**src/sv/exponential_deviate_generator_top_defines.svh**
```systemverilog
// Assertion macros shared by the exponential deviate generator RTL.
// Expects clk and arst_n in the scope of each use; no other dependencies.
`ifndef EXPONENTIAL_DEVIATE_GENERATOR_TOP_DEFINES_SVH
`define EXPONENTIAL_DEVIATE_GENERATOR_TOP_DEFINES_SVH

// Same-cycle implication, disabled while reset is asserted
`define EDG_ASSERT_NOW(lbl, ante, cons) \
	lbl: assert property (@(posedge clk) disable iff (!arst_n) (ante) |-> (cons)) \
		else $error("edg assertion failed");

// Next-cycle implication, disabled while reset is asserted
`define EDG_ASSERT_NEXT(lbl, ante, cons) \
	lbl: assert property (@(posedge clk) disable iff (!arst_n) (ante) |=> (cons)) \
		else $error("edg assertion failed");

`endif

```
**src/sv/edg_pkg.sv**
```systemverilog
// Shared constants, tables and types of the exponential deviate generator.
// No dependencies; imported by the interfaces and all modules.
package edg_pkg;

	localparam int WORD_W  = 32;
	localparam int DEV_W   = 37;
	localparam int USED_W  = 4;
	localparam int ONES_W  = 6;
	localparam int Q_COUNT = 12;
	localparam int K_FIRST = 2;

	// ln2 as a 0.32 binary fraction
	localparam logic [WORD_W-1:0] LN2_FIX = 32'hB17217F8;

	// Q[k] = sum over i=1..k of ln2^i / i!, in 0.32 format
	localparam logic [WORD_W-1:0] Q_TAB [Q_COUNT] = '{
		32'h00000000, 32'hB17217F8, 32'hEEF193F7, 32'hFD271862,
		32'hFF9D6DD0, 32'hFFF4CFD0, 32'hFFFEE819, 32'hFFFFE7FF,
		32'hFFFFFE2B, 32'hFFFFFFE0, 32'hFFFFFFFE, 32'hFFFFFFFF
	};

	// Scale request: deviate = whole*ln2 + floor(frac*ln2) + addend
	typedef struct packed {
		logic [ONES_W-1:0] whole;
		logic [WORD_W-1:0] frac;
		logic [WORD_W-1:0] addend;
		logic [USED_W-1:0] used;
	} edg_op_t;

endpackage

```
**src/sv/edg_word_if.sv**
```systemverilog
// Handshake channel carrying one uniform word per request.
// Depends on edg_pkg for the word width.
interface edg_word_if import edg_pkg::*; ();
	logic              valid;
	logic              ready;
	logic [WORD_W-1:0] uniform_word;

	modport source (output valid, output uniform_word, input ready);
	modport sink (input valid, input uniform_word, output ready);
endinterface

```
**src/sv/edg_dev_if.sv**
```systemverilog
// Handshake channel carrying one exponential deviate per request.
// Depends on edg_pkg for the field widths.
interface edg_dev_if import edg_pkg::*; ();
	logic              valid;
	logic              ready;
	logic [DEV_W-1:0]  deviate;
	logic [USED_W-1:0] words_used;

	modport source (output valid, output deviate, output words_used, input ready);
	modport sink (input valid, input deviate, input words_used, output ready);
endinterface

```
**src/sv/edg_front.sv**
```systemverilog
// Input register, Algorithm S sequencing and the scale request register.
// Depends on edg_pkg, edg_word_if and the assertion macro header.
`include "exponential_deviate_generator_top_defines.svh"

module edg_front import edg_pkg::*; (
	input  logic        clk,
	input  logic        arst_n,
	edg_word_if.sink    uniforms,
	input  logic        scale_ready,
	output logic        op_valid,
	output edg_op_t     op
);

	localparam logic [1:0] PH_FIRST = 2'd0;
	localparam logic [1:0] PH_MIN   = 2'd1;

	// Leading-ones count, 0..32
	function automatic logic [ONES_W-1:0] lead_ones(input logic [WORD_W-1:0] w);
		logic [ONES_W-1:0] n;
		logic              hit;
		n   = ONES_W'(WORD_W);
		hit = 1'b0;
		for (int i = 0; i < WORD_W; i++) begin
			if (!w[WORD_W-1-i] && !hit) begin
				n   = ONES_W'(i);
				hit = 1'b1;
			end
		end
		return n;
	endfunction

	logic [WORD_W-1:0] word_s1;
	logic              valid_s1;
	edg_op_t           op_s2;
	logic              valid_s2;

	logic [1:0]        phase_q;
	logic [ONES_W-1:0] ones_q;
	logic [USED_W-1:0] left_q;
	logic [WORD_W-1:0] min_q;
	logic [USED_W-1:0] taken_q;

	logic              s2_free;
	logic              fire;
	logic [ONES_W-1:0] lones;
	logic [ONES_W-1:0] shamt;
	logic [WORD_W-1:0] frac_u;
	logic              direct;
	logic [USED_W-1:0] k_sel;
	logic [WORD_W-1:0] min_nx;
	logic [USED_W-1:0] taken_nx;
	logic [USED_W-1:0] left_dec;
	logic              emit;
	edg_op_t           op_nx;

	assign s2_free        = !valid_s2 || scale_ready;
	assign fire           = valid_s1 && s2_free;
	assign uniforms.ready = !valid_s1 || s2_free;
	assign op_valid       = valid_s2;
	assign op             = op_s2;

	// First word: strip leading ones and the zero, test against ln2
	assign lones  = lead_ones(word_s1);
	assign shamt  = lones + 6'd1;
	assign frac_u = word_s1 << shamt;
	assign direct = frac_u < LN2_FIX;

	// Least k in 2..11 with u < Q[k], else 12
	always_comb begin
		k_sel = USED_W'(Q_COUNT);
		for (int i = Q_COUNT - 1; i >= K_FIRST; i--) begin
			if (frac_u < Q_TAB[i])
				k_sel = USED_W'(i);
		end
	end

	// Minimum collection
	assign min_nx   = (word_s1 < min_q) ? word_s1 : min_q;
	assign taken_nx = taken_q + 4'd1;
	assign left_dec = (left_q != '0) ? left_q - 4'd1 : '0;

	// Result selection for the scale stage
	always_comb begin
		if (phase_q == PH_MIN) begin
			emit         = (left_dec == '0);
			op_nx.whole  = ones_q;
			op_nx.frac   = min_nx;
			op_nx.addend = '0;
			op_nx.used   = taken_nx;
		end else begin
			emit         = direct;
			op_nx.whole  = lones;
			op_nx.frac   = '0;
			op_nx.addend = frac_u;
			op_nx.used   = 4'd1;
		end
	end

	// Input register
	always_ff @(posedge clk or negedge arst_n) begin
		if (!arst_n) begin
			valid_s1 <= 1'b0;
		end else if (uniforms.ready) begin
			valid_s1 <= uniforms.valid;
		end
	end

	always_ff @(posedge clk) begin
		if (uniforms.ready && uniforms.valid)
			word_s1 <= uniforms.uniform_word;
	end

	// Deviate state
	always_ff @(posedge clk or negedge arst_n) begin
		if (!arst_n) begin
			phase_q <= PH_FIRST;
			ones_q  <= '0;
			left_q  <= '0;
			min_q   <= '0;
			taken_q <= '0;
		end else if (fire) begin
			if (phase_q == PH_MIN) begin
				min_q   <= min_nx;
				taken_q <= taken_nx;
				left_q  <= left_dec;
				if (left_dec == '0)
					phase_q <= PH_FIRST;
			end else if (!direct) begin
				phase_q <= PH_MIN;
				ones_q  <= lones;
				left_q  <= k_sel;
				min_q   <= '1;
				taken_q <= 4'd1;
			end else begin
				phase_q <= PH_FIRST;
			end
		end
	end

	// Scale request register
	always_ff @(posedge clk or negedge arst_n) begin
		if (!arst_n) begin
			valid_s2 <= 1'b0;
		end else if (s2_free) begin
			valid_s2 <= fire && emit;
		end
	end

	always_ff @(posedge clk) begin
		if (s2_free && fire && emit)
			op_s2 <= op_nx;
	end

	// While collecting, at least one word is still owed
	`EDG_ASSERT_NOW(a_left_nonzero, phase_q == PH_MIN, left_q != '0)
	// Words taken plus words owed never pass thirteen
	`EDG_ASSERT_NOW(a_budget, phase_q == PH_MIN,
		({1'b0, taken_q} + {1'b0, left_q}) <= 5'd13)
	// A stalled scale request holds
	`EDG_ASSERT_NEXT(a_s2_hold, valid_s2 && !scale_ready,
		valid_s2 && $stable(op_s2))

endmodule

```
**src/sv/edg_scale.sv**
```systemverilog
// Multiply by ln2 and the output register of the deviate channel.
// Depends on edg_pkg and edg_dev_if.
module edg_scale import edg_pkg::*; (
	input  logic       clk,
	input  logic       arst_n,
	input  logic       op_valid,
	input  edg_op_t    op,
	output logic       ready,
	edg_dev_if.source  deviates
);

	logic              valid_q;
	logic [DEV_W-1:0]  dev_q;
	logic [USED_W-1:0] used_q;

	logic [63:0]       frac_prod;
	logic [37:0]       whole_prod;
	logic [38:0]       dev_sum;

	assign ready = !valid_q || deviates.ready;

	// (whole + frac) * ln2, fraction product truncated, plus the direct addend
	assign frac_prod  = 64'(op.frac) * 64'(LN2_FIX);
	assign whole_prod = 38'(op.whole) * 38'(LN2_FIX);
	assign dev_sum    = 39'(whole_prod) + 39'(frac_prod[63:32]) + 39'(op.addend);

	always_ff @(posedge clk or negedge arst_n) begin
		if (!arst_n) begin
			valid_q <= 1'b0;
		end else if (ready) begin
			valid_q <= op_valid;
		end
	end

	always_ff @(posedge clk) begin
		if (ready && op_valid) begin
			dev_q  <= dev_sum[DEV_W-1:0];
			used_q <= op.used;
		end
	end

	assign deviates.valid      = valid_q;
	assign deviates.deviate    = dev_q;
	assign deviates.words_used = used_q;

endmodule

```
**src/sv/exponential_deviate_generator_top.sv**
```systemverilog
// Unit-mean exponential deviate generator (Knuth, Algorithm S). It takes one
// 32-bit uniform word per cycle on uniforms while not stalled and returns
// deviates in unsigned 5.32 fixed point on deviates, each with the count of
// words it consumed: one word when the fraction left after the leading ones
// falls below ln2, otherwise k+1 words (3 to 12) for the minimum of k further
// words. The rate of one word per cycle is set by the sequencing stage, which
// updates the deviate state once per word; the multiply by ln2 sits in the
// output stage. Each deviate passes the input, scale request and output
// registers in turn; a waiting result stalls the input only once all three
// are occupied and the receiver still holds off.
// Depends on edg_pkg, edg_word_if, edg_dev_if, edg_front and edg_scale.
module exponential_deviate_generator_top import edg_pkg::*; (
	input  logic      clk,
	input  logic      arst_n,
	edg_word_if.sink  uniforms,
	edg_dev_if.source deviates
);

	logic    op_valid;
	logic    scale_ready;
	edg_op_t op;

	edg_front u_front (
		.clk         (clk),
		.arst_n      (arst_n),
		.uniforms    (uniforms),
		.scale_ready (scale_ready),
		.op_valid    (op_valid),
		.op          (op)
	);

	edg_scale u_scale (
		.clk      (clk),
		.arst_n   (arst_n),
		.op_valid (op_valid),
		.op       (op),
		.ready    (scale_ready),
		.deviates (deviates)
	);

endmodule

```
**src/flat_wrapper.sv**
```systemverilog
// flat-port wrapper written by rule: the top's interface ports become plain ports
module exponential_deviate_generator_top_flat import edg_pkg::*;
  (clk, arst_n, uniforms_valid, uniforms_uniform_word, uniforms_ready, deviates_valid, deviates_deviate, deviates_words_used, deviates_ready);
  edg_word_if uniforms_i ();
  edg_dev_if deviates_i ();
  input  logic clk;
  input  logic arst_n;
  input wire logic [$bits(uniforms_i.valid)-1:0] uniforms_valid;
  input wire logic [$bits(uniforms_i.uniform_word)-1:0] uniforms_uniform_word;
  output wire logic [$bits(uniforms_i.ready)-1:0] uniforms_ready;
  output wire logic [$bits(deviates_i.valid)-1:0] deviates_valid;
  output wire logic [$bits(deviates_i.deviate)-1:0] deviates_deviate;
  output wire logic [$bits(deviates_i.words_used)-1:0] deviates_words_used;
  input wire logic [$bits(deviates_i.ready)-1:0] deviates_ready;
  assign uniforms_i.valid = uniforms_valid;
  assign uniforms_i.uniform_word = uniforms_uniform_word;
  assign uniforms_ready = uniforms_i.ready;
  assign deviates_valid = deviates_i.valid;
  assign deviates_deviate = deviates_i.deviate;
  assign deviates_words_used = deviates_i.words_used;
  assign deviates_i.ready = deviates_ready;
  exponential_deviate_generator_top u_core (.clk(clk), .arst_n(arst_n), .uniforms(uniforms_i), .deviates(deviates_i));
endmodule
```
**config.mk**
```make
export PLATFORM = sky130hd
export DESIGN_NAME = exponential_deviate_generator_top_flat
export DESIGN_NICKNAME = d
export VERILOG_FILES = /design/src/sv/edg_pkg.sv /design/src/sv/edg_word_if.sv /design/src/sv/edg_dev_if.sv /design/src/sv/edg_front.sv /design/src/sv/edg_scale.sv /design/src/sv/exponential_deviate_generator_top.sv /design/src/flat_wrapper.sv
export VERILOG_INCLUDE_DIRS = /design/src /design/src/sv
export SDC_FILE = /design/constraint.sdc
export NUM_CORES = 2
export LEC_CHECK = 0
export ABC_AREA = 1
export BUFFER_PORTS_ARGS = -buffer_cell sky130_fd_sc_hd__buf_2
export CORE_MARGIN = 2
export CORE_UTILIZATION = 60
export DETAILED_ROUTE_END_ITERATION = 8
export PLACE_DENSITY = 0.8
export SLEW_MARGIN = 5
export SYNTH_ARGS = -nofsm -noshare
export SYNTH_HDL_FRONTEND = slang
export SYNTH_SLANG_ARGS = --single-unit
```
**constraint.sdc**
```tcl
create_clock -name clk -period 11 [get_ports clk]
set_clock_uncertainty 0.05 [all_clocks]
set_input_delay 3.3 -clock clk [delete_from_list [all_inputs] [get_ports clk]]
set_output_delay 3.3 -clock clk [all_outputs]
set_load 0.02 [all_outputs]
```
### After elaboration in Yosys (flattened, before gate mapping)

Index checks and enable logic that the tools add are counted.

* word-level logic and storage cells: 235
* memory bits (read-only): 0
* input bits: 36
* flip-flop bits (word level): 198
* output and inout port bits: 43
* latch bits: 0
* memory bits (writable): 0
* memories: 0

* equal/unequal tests: 3
* divide/modulo/power cells: 0
* $add $sub $neg: 5
* multipliers: 2
* magnitude comparators: 12
* reductions and logical operators: 109
* bitwise gates (word level): 2
* shift-type cells: 1
* multiplexer cells: 86

Operators with widths (number)
* less-than comparator 32 bit (second input constant): 11
* 2-to-1 mux 6 bit: 32
* 2-to-1 mux 32 bit: 3
* adder 37 x 32 -> 37 bit: 2
* 2-to-1 mux 74 bit: 1
* logical NOT 1 bit: 64
* multiplier 32 x 29 -> 61 bit (second input constant): 1
* 2-to-1 mux 4 bit: 14
* logical AND 1 bit: 37
* multiplier 6 x 29 -> 34 bit (second input constant): 1
* 2-to-1 mux 1 bit: 33
* less-than comparator 32 bit: 1
* left shift 32 x 6 -> 32 bit: 1
* adder 6 x 1 -> 6 bit (second input constant): 1
* adder 4 x 1 -> 4 bit (second input constant): 1
* logical NOT 4 bit: 1
* 2-to-1 mux 2 bit: 2
* != test 2 x 1 -> 1 bit (second input constant): 2
* AND reduction 2 bit: 2
* nonzero test 4 bit: 1
* subtractor 4 x 1 -> 4 bit (second input constant): 1
* logical OR 1 bit: 3
* 2-to-1 mux 3 bit: 1
* AND reduction 3 bit: 1
* 2 further kinds: 3

### Logic depth before layout (Yosys ltp)

* depth after elaboration: 108
* gate-level depth with buffers: 66
* mapped depth without buffers: 66

### Hierarchy

A second synthesis with hierarchy kept.

* cell total of the unflattened synthesis: 4119
* area, all modules: 33762.4 um^2

By module, submodules not included
* edg_scale: area each 23348.6 um^2, seq. area each 1256.2 um^2, cells an instance 2763, instances 1
* edg_front: area each 10413.7 um^2, seq. area each 4409.2 um^2, cells an instance 1356, instances 1

### Least setup slack after synthesis

No wires, ideal clock.

* path type: reg-to-reg
* start: register u_core.u_front.op_s2 (netlist bit u_core.u_front.op[52])
* end: register u_core.u_scale.dev_q[35] (netlist: u_core.u_scale.deviates.deviate[35]) (data pin)
* clock period less this slack: 10.797 ns
* buffers on the path: 0
* setup time: 0.267 ns
* path slack: 0.203 ns
* stages on the path, launching flop included: 62
* data required time: 10.683 ns
* data arrival time: 10.480 ns
* path through: edfxtp_1 > fa_1 > inv_1 > fa_1 > fa_1 > inv_1 > fa_1 > inv_1 > fa_1 > inv_1 > fa_1 > fa_1 > fa_1 > ha_1 > nand2_1 > inv_1 > nand3_1 > a21oi_1 > (+26 left out) > a21oi_1 > o21bai_1 > a21oi_1 > o21ai_0 > inv_1 > o21ai_0 > a21oi_1 > o21bai_1 > a21oi_1 > o21bai_1 > nand3_1 > nand2_1 > nand2_1 > nand2_1 > nand3_1 > nand2_1 > nor3b_1 > xor2_1

* longest elaborated chain between the ends: 3

RTL lines
* start, declared: RTL line edg_front.sv:34 `edg_op_t op_s2;`
* start signal, assigned: RTL line edg_front.sv:151 `op_s2 <= op_nx;`
* multiplier 32 x 29 -> 61 bit: RTL line edg_scale.sv:23 `assign frac_prod = 64'(op.frac) * 64'(LN2_FIX);`
* adder 37 x 32 -> 37 bit (2 in a row): RTL line edg_scale.sv:25 `assign dev_sum = 39'(whole_prod) + 39'(frac_prod[63:32]) + 39'(op.addend);`
* via u_core.u_scale.dev_sum[35]: RTL line edg_scale.sv:18 `logic [38:0] dev_sum;`
* end signal, assigned: RTL line edg_scale.sv:37 `dev_q <= dev_sum[DEV_W-1:0];`
* end, declared: RTL line edg_scale.sv:13 `logic [DEV_W-1:0] dev_q;`

The timed path passes the listed nets, and every way through them passes these cells.
A chain may end at the register's enable or synchronous reset.

### Final worst setup path

* start: register u_core.u_front.op_s2 (netlist bit u_core.u_front.op[43])
* end: register u_core.u_scale.dev_q[35] (netlist: u_core.u_scale.deviates.deviate[35]) (data pin)

The elaborated chain is that of the path after synthesis.

==> impl_metrics.csv <==
group,metric,value,unit
yosys,synth-seq-cells,197,
placement,place_hpwl,68190,µm
yosys,synth_compound_area_frac,0.07189,
global_route,antenna_found_initial,1,
yosys,synth.area.top_cells,"fa_1, ha_1, edfxtp_1",
min_path,hp-class,"flop to flop",
placement,dp.cells,4244,
route,via_count,24440,
final_layout,fin_util,0.6771,
setup_path,rrSetupSlack,-80,ps
sta,timing.final.crit_share,1.008,
sta,drv_slew,0,
cts,cts_hold_buffers,0,
placement,gp_congestion,0.9935,
setup_path,timing.rr.end,"u_core.u_scale.deviates.deviate[35]",
setup_path,critPathBufInv,6,
route,drc_errors,0,
setup_path,crit_family,"adder cells",
setup_path,crit_fanout,4,
final_layout,finalNonFillerCells,4300,
outcome,status,"finished, violations left",
run,drv_cap,0,
route,drt-total-wl,83780,µm
setup_path,slowest_stage,"fa_1",
setup_path,end_kind,"flop",
yosys,yosys_warnings,0,
final_layout,multi_input_area,0.02213,mm²
cts,clk_pin_slew,80,ps
yosys,async_flop_share,0.2538,
sta,whs,377.1,ps
final_layout,diodes,0,
final_layout,fill_cells,3798,
sta,rsz0062_at_grt,"yes",
min_path,holdPathStages,0,
yosys,yosysUniqueCellTypes,53,
cts,cts_tree,"built",
sta,setup_viol,3,
floorplan,fp.dieH,229.6,µm
setup_path,required,11200,ps
yosys,synthAdderAreaFrac,0.4639,
cts,h-tree-depth,4,
setup_path,reg2reg_from,"u_core.u_front.op[43]",
cts,clockBufferDepth,2,
sta,slew_headroom,0.2240,
outcome,violations,"setup timing",
yosys,synth_xor_area_frac,0.03072,
route,ant_nets,0,
min_path,hp-start,"u_core.u_front.op[1]",
floorplan,start_util,0.6088,
final_layout,seqCellArea,0.005665,mm²
yosys,synthTopCellsByCount,"inv_1, ha_1, nand2_1, fa_1, nand3_1",
floorplan,rows,82,
setup_path,arrival,11290,ps
cts,clock-root-buffer,"clkbuf_16",
sta,hold_viol_final,0,
setup_path,path_common_cell,"nand2_2",
yosys,synthSimpleGateAreaFrac,0.1430,
yosys,synth_fp_nets,4297,
yosys,seq_area_frac_synth,0.1855,
placement,port_buffers,78,
global_route,grt_pass1_vias,24260,
setup_path,cp-startpoint,"u_core.u_front.op[43]",
yosys,synth_top_family_by_area,"adder cells",
setup_path,worst_setup_path_start_kind,"flop",
global_route,grt_pass1_wl,127400,µm
yosys,synthCells,3380,
floorplan,core,0.05017,mm²
yosys,synth.most_common_cell,"inv_1",
global_route,grt_overflow,0,
floorplan,ios,79,
sta,tightestPinTransition,1163,ps
min_path,hold_path_end,"u_core.u_scale.deviates.words_used[1]",
yosys,synth_top_area_share,0.2746,
cts,cts-buffers-inserted,17,
route,dr.pass1.iters,6,
sta,fmax,90.22,MHz
floorplan,die_area,0.05273,mm²
floorplan,die_w,229.6,µm
route,drt_iter0_markers,2217,
yosys,synthFlopType,"edfxtp_1",
sta,worst_slack,-83.81,ps
yosys,synth.mux.area_fraction,0,
yosys,synth.cell_area,0.03054,mm²
route,via_per_inst,5.684,
setup_path,critPathKind,"flop to flop",
yosys,synth_top_area_cell,"fa_1",
global_route,grtUsageTotal,0.3133,
cts,clkLatencyLatePin,510,ps
setup_path,max_stage_delay,550,ps
sta,fin_crit,11080,ps
setup_path,reg2reg_depth,64,
final_layout,drive_gt1_frac,0.1240,
yosys,syn_avg_cell_area,9.036,µm²
sta,final.setup.tns,-121.9,ps
route,wl_per_cell,19.48,µm
final_layout,nNetsFinal,4532,
final_layout,areaGrowthSynthToFinish,11.22,%
yosys,synth_edf_count,147,
cts,clkSinkCount,197,
global_route,grt_max_degree,81,
==> stage by stage <==
step                      cell area, µm²  setup WS (ps)
after floorplan                    30540          202.9
after global placement             32760         -43.10
after detailed placement           32760         -393.7
after CTS                          33380         -32.64
after global routing               33970         -717.6
final                              33970         -83.81
==> metal layers <==
metal,part of all wire,vias to the layer above,global-route usage
met4,0.044,0,0.1195
met5,0,-,0
met2,0.48,1032,0.5135
met1,0.40,11840,0.4214
met3,0.077,248,0.04843
li1,-,11320,-
==> final cells by class <==
class                      count  area share
clock buffer                  18     0.01263
clock inverter                14    0.003499
inverter                     774     0.08560
multi-input combinational   2354      0.6516
sequential                   197      0.1668
tap                          672     0.02475
timing repair buffer         271     0.05514
==> how the worst max path moves through the flow <==
stage                                           to  cells past startpoint
2_1_floorplan  u_core.u_scale.deviates.deviate[35]                     61
3_3_place_gp   u_core.u_scale.deviates.deviate[35]                     64
3_5_place_dp   u_core.u_scale.deviates.deviate[35]                     63
4_1_cts        u_core.u_scale.deviates.deviate[35]                     63
5_1_grt        u_core.u_scale.deviates.deviate[35]                     62
6_report       u_core.u_scale.deviates.deviate[35]                     64
==> cells by family after synthesis <==
kind of cell    after synthesis
xor+xnor                    105
compound gates              403
fa+ha+maj                   881
buf+inv                     829
simple gates                965
flops                       197
==> cells in the final DEF, fill, tap and decap left out, types with 19 or more instances in the layout <==
cell / Yosys / layout
inv_1: 758 / 743
nand4_1: 25 / 25
o21ai_1: 71 / 78
xor2_1: 73 / 70
o21ai_0: 107 / 95
a21oi_1: 160 / 148
edfxtp_1: 147 / 147
nor2_1: 165 / 164
buf_2: 9 / 78
dfrtp_1: 50 / 50
nand3_1: 254 / 250
ha_1: 462 / 443
nand2_1: 447 / 436
ha_4: 0 / 19
xnor2_1: 31 / 30
fa_1: 419 / 408
buf_4: 6 / 184
inv_2: 13 / 29
nor3_1: 19 / 19
==> state kept, by name, summed over array words and instances, names as in the netlist <==
signal / count
u_core.u_front.left_q: 4
u_core.u_front.min_q: 32
u_core.u_front.ones_q: 6
u_core.u_front.op: 74
u_core.u_front.op_valid: 1
u_core.u_front.phase_q: 1
u_core.u_front.taken_q: 4
u_core.u_front.valid_s1: 1
u_core.u_front.word_s1: 32
u_core.u_scale.deviates.deviate: 37
u_core.u_scale.deviates.valid: 1
u_core.u_scale.deviates.words_used: 4
==> what timing repair did <==
| item | CTS | global route |
|---|---|---|
| buffers inserted | 2 | 23 |
| pin swaps | 8 | 109 |
| gates resized for setup | 18 | 90 |
| cloned | 0 | 0 |
| setup endpoints to repair | 6 | 11 |
Power is not shown: default switching activity piles up to over one toggle a cycle in this logic, so the estimate is an artifact.
